===== src/hdl/interval_coverage_summit_macros.svh =====
// Assertion helpers for the coverage histogram block
`ifndef INTERVAL_COVERAGE_SUMMIT_MACROS_SVH
`define INTERVAL_COVERAGE_SUMMIT_MACROS_SVH

// same-cycle implication
`define ICS_ASSERT_IMPL(lbl, ante, cons, msg) \
  lbl: assert property (@(posedge clk_i) disable iff (!rst_ni) (ante) |-> (cons)) \
    else $error(msg);

// next-cycle implication
`define ICS_ASSERT_NEXT(lbl, ante, cons, msg) \
  lbl: assert property (@(posedge clk_i) disable iff (!rst_ni) (ante) |=> (cons)) \
    else $error(msg);

`endif


===== src/hdl/ics_pkg.sv =====
`default_nettype none

package ics_pkg;

  localparam int MaxPositions = 1024;
  localparam int CountWidth   = 16;
  localparam int CfgWidth     = 11;
  localparam int CfgReset     = 1024;
  localparam int TallyWidth   = 32;
  localparam int PosWidth     = 17;
  localparam int FuncWidth    = 2;

  typedef enum logic [FuncWidth-1:0] {
    FN_ADD = 2'd0,
    FN_QRY = 2'd1,
    FN_SUM = 2'd2,
    FN_CLR = 2'd3
  } func_e;

  typedef enum logic [3:0] {
    ST_INIT,
    ST_WIPE,
    ST_IDLE,
    ST_DECODE,
    ST_RUN,
    ST_DRAIN,
    ST_ZERO,
    ST_FINISH
  } state_e;

  typedef enum logic [2:0] {
    SET_NONE,
    SET_ADD,
    SET_QRY,
    SET_SUM,
    SET_CLEAR
  } setup_e;

  typedef enum logic [1:0] {
    SCAN_NONE,
    SCAN_READ,
    SCAN_ZERO
  } scan_e;

  typedef struct packed {
    logic   load_item;
    setup_e setup;
    scan_e  scan;
    logic   tally_inc;
    logic   publish;
  } cmd_t;

  typedef struct packed {
    func_e func;
    logic  miss;
    logic  empty;
    logic  oob;
    logic  scan_last;
    logic  out_free;
    logic  pipe_busy;
  } sts_t;

endpackage

`default_nettype wire


===== src/hdl/ics_ctrl.sv =====
`default_nettype none

module ics_ctrl (
  input  wire           clk_i,
  input  wire           rst_ni,
  input  wire           in_valid_i,
  output logic          in_ready_o,
  input  ics_pkg::sts_t sts_i,
  output ics_pkg::cmd_t cmd_o
);

  ics_pkg::state_e state_q, state_d;

  always_ff @(posedge clk_i or negedge rst_ni) begin
    if (!rst_ni) begin
      state_q <= ics_pkg::ST_INIT;
    end else begin
      state_q <= state_d;
    end
  end

  always_comb begin
    state_d = state_q;
    case (state_q)
      ics_pkg::ST_INIT: state_d = ics_pkg::ST_WIPE;
      ics_pkg::ST_WIPE: begin
        if (sts_i.scan_last) state_d = ics_pkg::ST_IDLE;
      end
      ics_pkg::ST_IDLE: begin
        if (in_valid_i) state_d = ics_pkg::ST_DECODE;
      end
      ics_pkg::ST_DECODE: begin
        case (sts_i.func)
          ics_pkg::FN_ADD: begin
            state_d = (sts_i.miss || sts_i.empty) ? ics_pkg::ST_FINISH : ics_pkg::ST_RUN;
          end
          ics_pkg::FN_QRY: begin
            state_d = sts_i.oob ? ics_pkg::ST_FINISH : ics_pkg::ST_RUN;
          end
          ics_pkg::FN_SUM: state_d = ics_pkg::ST_RUN;
          default:         state_d = ics_pkg::ST_ZERO;
        endcase
      end
      ics_pkg::ST_RUN: begin
        if (sts_i.scan_last) state_d = ics_pkg::ST_DRAIN;
      end
      ics_pkg::ST_DRAIN: state_d = ics_pkg::ST_FINISH;
      ics_pkg::ST_ZERO: begin
        if (sts_i.scan_last) state_d = ics_pkg::ST_FINISH;
      end
      ics_pkg::ST_FINISH: begin
        if (sts_i.out_free) state_d = ics_pkg::ST_IDLE;
      end
      default: state_d = ics_pkg::ST_INIT;
    endcase
  end

  always_comb begin
    cmd_o           = '0;
    cmd_o.setup     = ics_pkg::SET_NONE;
    cmd_o.scan      = ics_pkg::SCAN_NONE;
    in_ready_o      = 1'b0;
    case (state_q)
      ics_pkg::ST_INIT: cmd_o.setup = ics_pkg::SET_CLEAR;
      ics_pkg::ST_WIPE: cmd_o.scan  = ics_pkg::SCAN_ZERO;
      ics_pkg::ST_IDLE: begin
        in_ready_o      = 1'b1;
        cmd_o.load_item = in_valid_i;
      end
      ics_pkg::ST_DECODE: begin
        case (sts_i.func)
          ics_pkg::FN_ADD: begin
            cmd_o.tally_inc = !sts_i.miss;
            if (!sts_i.miss && !sts_i.empty) cmd_o.setup = ics_pkg::SET_ADD;
          end
          ics_pkg::FN_QRY: begin
            if (!sts_i.oob) cmd_o.setup = ics_pkg::SET_QRY;
          end
          ics_pkg::FN_SUM: cmd_o.setup = ics_pkg::SET_SUM;
          default:         cmd_o.setup = ics_pkg::SET_CLEAR;
        endcase
      end
      ics_pkg::ST_RUN:    cmd_o.scan    = ics_pkg::SCAN_READ;
      ics_pkg::ST_ZERO:   cmd_o.scan    = ics_pkg::SCAN_ZERO;
      ics_pkg::ST_FINISH: cmd_o.publish = sts_i.out_free;
      default: ;
    endcase
  end

endmodule

`default_nettype wire


===== config.mk =====
export PLATFORM = sky130hd
export DESIGN_NAME = ics_ctrl
export DESIGN_NICKNAME = d
export VERILOG_FILES = /design/src/hdl/interval_coverage_summit_macros.svh /design/src/hdl/ics_pkg.sv /design/src/hdl/ics_ctrl.sv
export SDC_FILE = /design/constraint.sdc
export NUM_CORES = 1
export LEC_CHECK = 0
export BUFFER_PORTS_ARGS = -buffer_cell sky130_fd_sc_hd__buf_4
export CAP_MARGIN = 10
export CORE_AREA = 2 2 39 41
export DETAILED_ROUTE_END_ITERATION = 6
export DIE_AREA = 0 0 41 43
export GPL_TIMING_DRIVEN = 0
export MAX_ROUTING_LAYER = met4
export PLACE_DENSITY = 0.59
export SYNTH_ARGS = -nofsm -noshare
export SYNTH_HDL_FRONTEND = slang
export SYNTH_SLANG_ARGS = --single-unit
export TNS_END_PERCENT = 1

===== constraint.sdc =====
create_clock -name clk_i -period 1.2 [get_ports clk_i]
set_input_delay 0.12 -clock clk_i [delete_from_list [all_inputs] [get_ports clk_i]]
set_output_delay 0.12 -clock clk_i [all_outputs]
set_load 0.03 [all_outputs]

After elaboration in Yosys (flattened, before gate mapping)
Cells that the tools add are included.
{ "totals": {"ff_bits": 4, "elab_cells": 42, "in_bits": 11, "out_inout_bits": 9} }
{ "classes": {"eq_ne": 14, "muxes": 19, "reduce_logical": 8} }
{ "op_table": {"columns": ["cell", "count"], "rows": [
  ["$pmux 4 s8", 1],
  ["$mux 4", 5],
  ["$eq 4x3->1 const B", 4],
  ["$ne 2x2->1 const B", 5],
  ["$pmux 3 s3", 1],
  ["$eq 4x2->1 const B", 2],
  ["$mux 1", 6],
  ["$mux 2", 3],
  ["$pmux 2 s3", 1],
  ["$pmux 3 s2", 1],
  ["$reduce_and 5->1", 1],
  ["$eq 4x1->1 const B", 1],
  ["$logic_not 4->1", 1],
  ["$pmux 2 s2", 1],
  ["$eq 2x1->1 const B", 1],
  ["$eq 2x2->1 const B", 1],
  ["$logic_not 1->1", 2],
  ["$logic_not 2->1", 1],
  ["$reduce_or 2->1", 1],
  ["$logic_and 1x1->1", 1],
  ["$logic_or 1x1->1", 1]
]} }

Logic depth before layout (Yosys ltp)
{ "logic_depth": {"word_depth": 5, "ltp_mapped": 5, "mapped_depth_nobuf": 4} }

Least setup slack after synthesis
No wires, ideal clock.
{ "synth_path": {"path_type": "register -> output", "start": "register state_q[1]", "end": "output cmd_o[7] (netlist bit)", "path_slack_ns": -0.455, "t_required_ns": 1.080, "stages_incl_launch_ff": 5, "path_buffers": 1, "arrival_time_ns": 1.535, "cell_sequence": "dfrtp_1 buf_6 nor2b_1 nor2b_1 and2_1"} }
{ "synth_rtl": {"columns": ["element", "line", "source"], "rows": [
  ["start, declared", "ics_ctrl.sv:12", "ics_pkg::state_e state_q, state_d;"],
  ["start signal, assigned", "ics_ctrl.sv:16", "state_q <= ics_pkg::ST_INIT;"],
  ["start signal, assigned", "ics_ctrl.sv:18", "state_q <= state_d;"],
  ["end, declared", "ics_ctrl.sv:9", "output ics_pkg::cmd_t cmd_o"]
]} }

==> results.cfg <==
[critical_path]
slowest_delay_ns = 0.39
r2r_slack_ns = -0.22
path_common_cell = buf_6
startpoint = state_q[2]$_DFFE_PN0P_
required_ns = 1.08
path_class = flop to output pin
worstSetupEndpointType = output pin
critPathArrivalTime_ns = 1.42
regToRegEndpoint = state_q[1]$_DFFE_PN0P_
crit_chain = buf_6 > or3_4 > nor3_4 > buf_6
worst-r2r-cell-count = 6
critPathSlowestCell = or3_4
crit_fanout = 10
start_kind = flop
cp-endpoint = cmd_o[1]
r2r-start = state_q[1]$_DFFE_PN0P_

[power_and_ir_drop]
p_leak_nw = 0.297
irDropWorstVdd_uv = 1020
power.density_nw_per_um2 = 2430

[sta]
finalWorstSetupSlack_ns = -0.340
hold_viol = 0
fin_skew_ns = 0.00105
fmaxAchievable_mhz = 649
rsz0062_at_grt = true
period_minus_slack_ns = 1.54
setup_viol = 11
slew_violations = 0
slew_headroom_pct = 85.6
worst_pin_slew_ns = 0.215
post-route-period-util_pct = 128

[route]
wl_per_cell_um = 9.93
drt-pass1-iter-count = 3
ant_nets = 0
vias = 398
drt_iter0_markers = 1
drc = 0
wirelength_um = 854
routed_via_density = 4.63

[logic_synthesis]
syn_avg_cell_area_um2 = 7.25
synth-seq-cells = 3
yosysTopAreaCellShare_pct = 23.5
synthCells = 44
synth_area_leaders = dfrtp_1 (24%), nor2_1 (11%), and2_1 (5.9%), nand2_1 (4.7%), a211oi_2 (3.9%)
syn_nets = 55
synth_area_um2 = 319
yosys_warnings = 0
synth.distinct_cells = 25
synth_area_leader_cell = dfrtp_1
synth_seq_area_share_pct = 23.5

[layout]
drive_above_1_share_pct = 54.3
regMostFlops = state_q
final_nets = 82
reg_top3 = state_q x3
stdcell_count = 86
largest_register_ffs = 3
n_fill_cell = 157
diodes = 0
area_growth_pct = 96.1

[clock_tree]
ctsHtreeMaxLevel = 1
clock_sinks = 3
clk_pin_slew_ns = 0.04
clockBufferDepth = 2
clk_latency_ns = 0.23
cts_made_buffers = 3
cts_root_buf = clkbuf_4
cts_tree = built

[global_routing]
antenna_found_initial = 0
overflow = 0
grt.total_usage_pct = 10.4
grt_max_degree = 11
grt_pass1_vias = 341
grt_first_pass_wirelength_um = 1240

[placement]
place_hpwl_um = 629
dpl.cell_count = 78
gp_congestion = 0.765
portBuffers = 18
dpl_worst_slack_ns = -0.172

[die]
start_util_pct = 23.1
ios = 20
die_x_um = 41
die-area_um2 = 1760
core_area_um2 = 1380
chipHeight_um = 43
rows = 14

[outcome]
failed_checks = negative setup slack
status = finished, violations left

[run]
max-cap-violations = 0

[min_path]
hold_class = input port to async pin
metal layers:
| layer | track usage, % | part of all wire, % |
|---|---|---|
| met4 | 6.00 | 0 |
| met2 | 17.8 | 50 |
| met3 | 0 | 9.1 |
| met1 | 11.4 | 41 |
| met5 | - | 0 |
synthesized netlist by cell type:
library cell	count
nor2b_1	2
buf_4	1
nor3b_1	1
buf_6	1
dfrtp_1	3
o21a_1	1
buf_2	1
o221a_1	1
a211oi_2	1
or3_1	1
nor3_1	2
o21ai_0	1
o311a_1	1
a21oi_1	2
and2b_1	1
nor2_1	9
nand2b_1	1
nand3_1	1
a31oi_1	1
o22a_1	1
nand2_1	4
mux2i_1	1
and3_1	2
inv_1	1
and2_1	3
per-stage QoR:
stage / power [mW] / hold WS (ns) / TNS (ns) / cell area, um2 / util (%)
after global routing: 1.63 / 0.223 / -3.06 / 626 / 45.2
after CTS: 1.44 / 0.193 / -1.83 / 599 / 43.3
after floorplan: 0.845 / -0.176 / -0.565 / 342 / -
after detailed placement: 1.08 / -0.0909 / -0.674 / 497 / 35.9
final: 1.52 / 0.209 / -2.30 / 626 / 45.2
after global placement: 1.08 / -0.0908 / -0.624 / 497 / 35.9
report_power, final:
| group | switching, mW | internal (mW) |
|---|---|---|
| Combinational | 0.577 | 0.574 |
| Clock | 0.0518 | 0.125 |
| Sequential | 0.0369 | 0.153 |
| Total | 0.665 | 0.852 |
critical path: cells and delay by family (launching register included):
kind / cells / cell delay, ns
flip-flops: 1 / 0.38
buffers and inverters: 2 / 0.29
AND/OR/NAND/NOR: 2 / 0.51
layout make-up:
class                           instances  area, um2  area share (%)
Buffer                                  3       33.8            5.40
Clock buffer                            4       26.3            4.20
Inverter                                1       3.75           0.600
Multi-Input combinational cell         37        273            43.6
Sequential cell                         3       75.1            12.0
Tap cell                               16       20.0            3.20
Timing Repair Buffer                   22        194            31.0
cell usage in the layout (no fill, tap or decap), drive strengths merged, types with 2 or more instances in the layout:
master,synthesis,final
a21oi,2,2
nor3,2,2
buf,3,24
dfrtp,3,3
nor2,9,9
and3,2,2
nor2b,2,2
clkbuf,0,4
and2,3,3
nand2,4,4
cells by family after synthesis:
logic type	Yosys count	share of synthesized area (%)
and+or+nand+nor	27	42.4
AOI/OAI and AO/OA	9	22.4
buffers and inverters	4	8.63
DFF	3	23.5
muxes	1	3.14
worst min path at each step:
stage	slack (ns)	endpoint	cells past startpoint	start
detailed placement	-0.09	state_q[1]$_DFFE_PN0P_	1	rst_ni
finish	0.21	state_q[0]$_DFFE_PN0P_	2	rst_ni
global route	0.22	state_q[2]$_DFFE_PN0P_	2	rst_ni
CTS	0.19	state_q[0]$_DFFE_PN0P_	2	rst_ni
floorplan	-0.18	state_q[0]$_DFFE_PN0P_	0	rst_ni
global placement	-0.09	state_q[1]$_DFFE_PN0P_	1	rst_ni
repair_timing:
action	CTS	global route
resized for setup	16	3
endpoints found under the hold margin	3	0
endpoints found under the setup margin	11	11
setup buffers	1	2
cloned	0	0
pin swaps	4	1
hold buffers	1	0
Note: power is estimated with default switching activity, not from simulation.
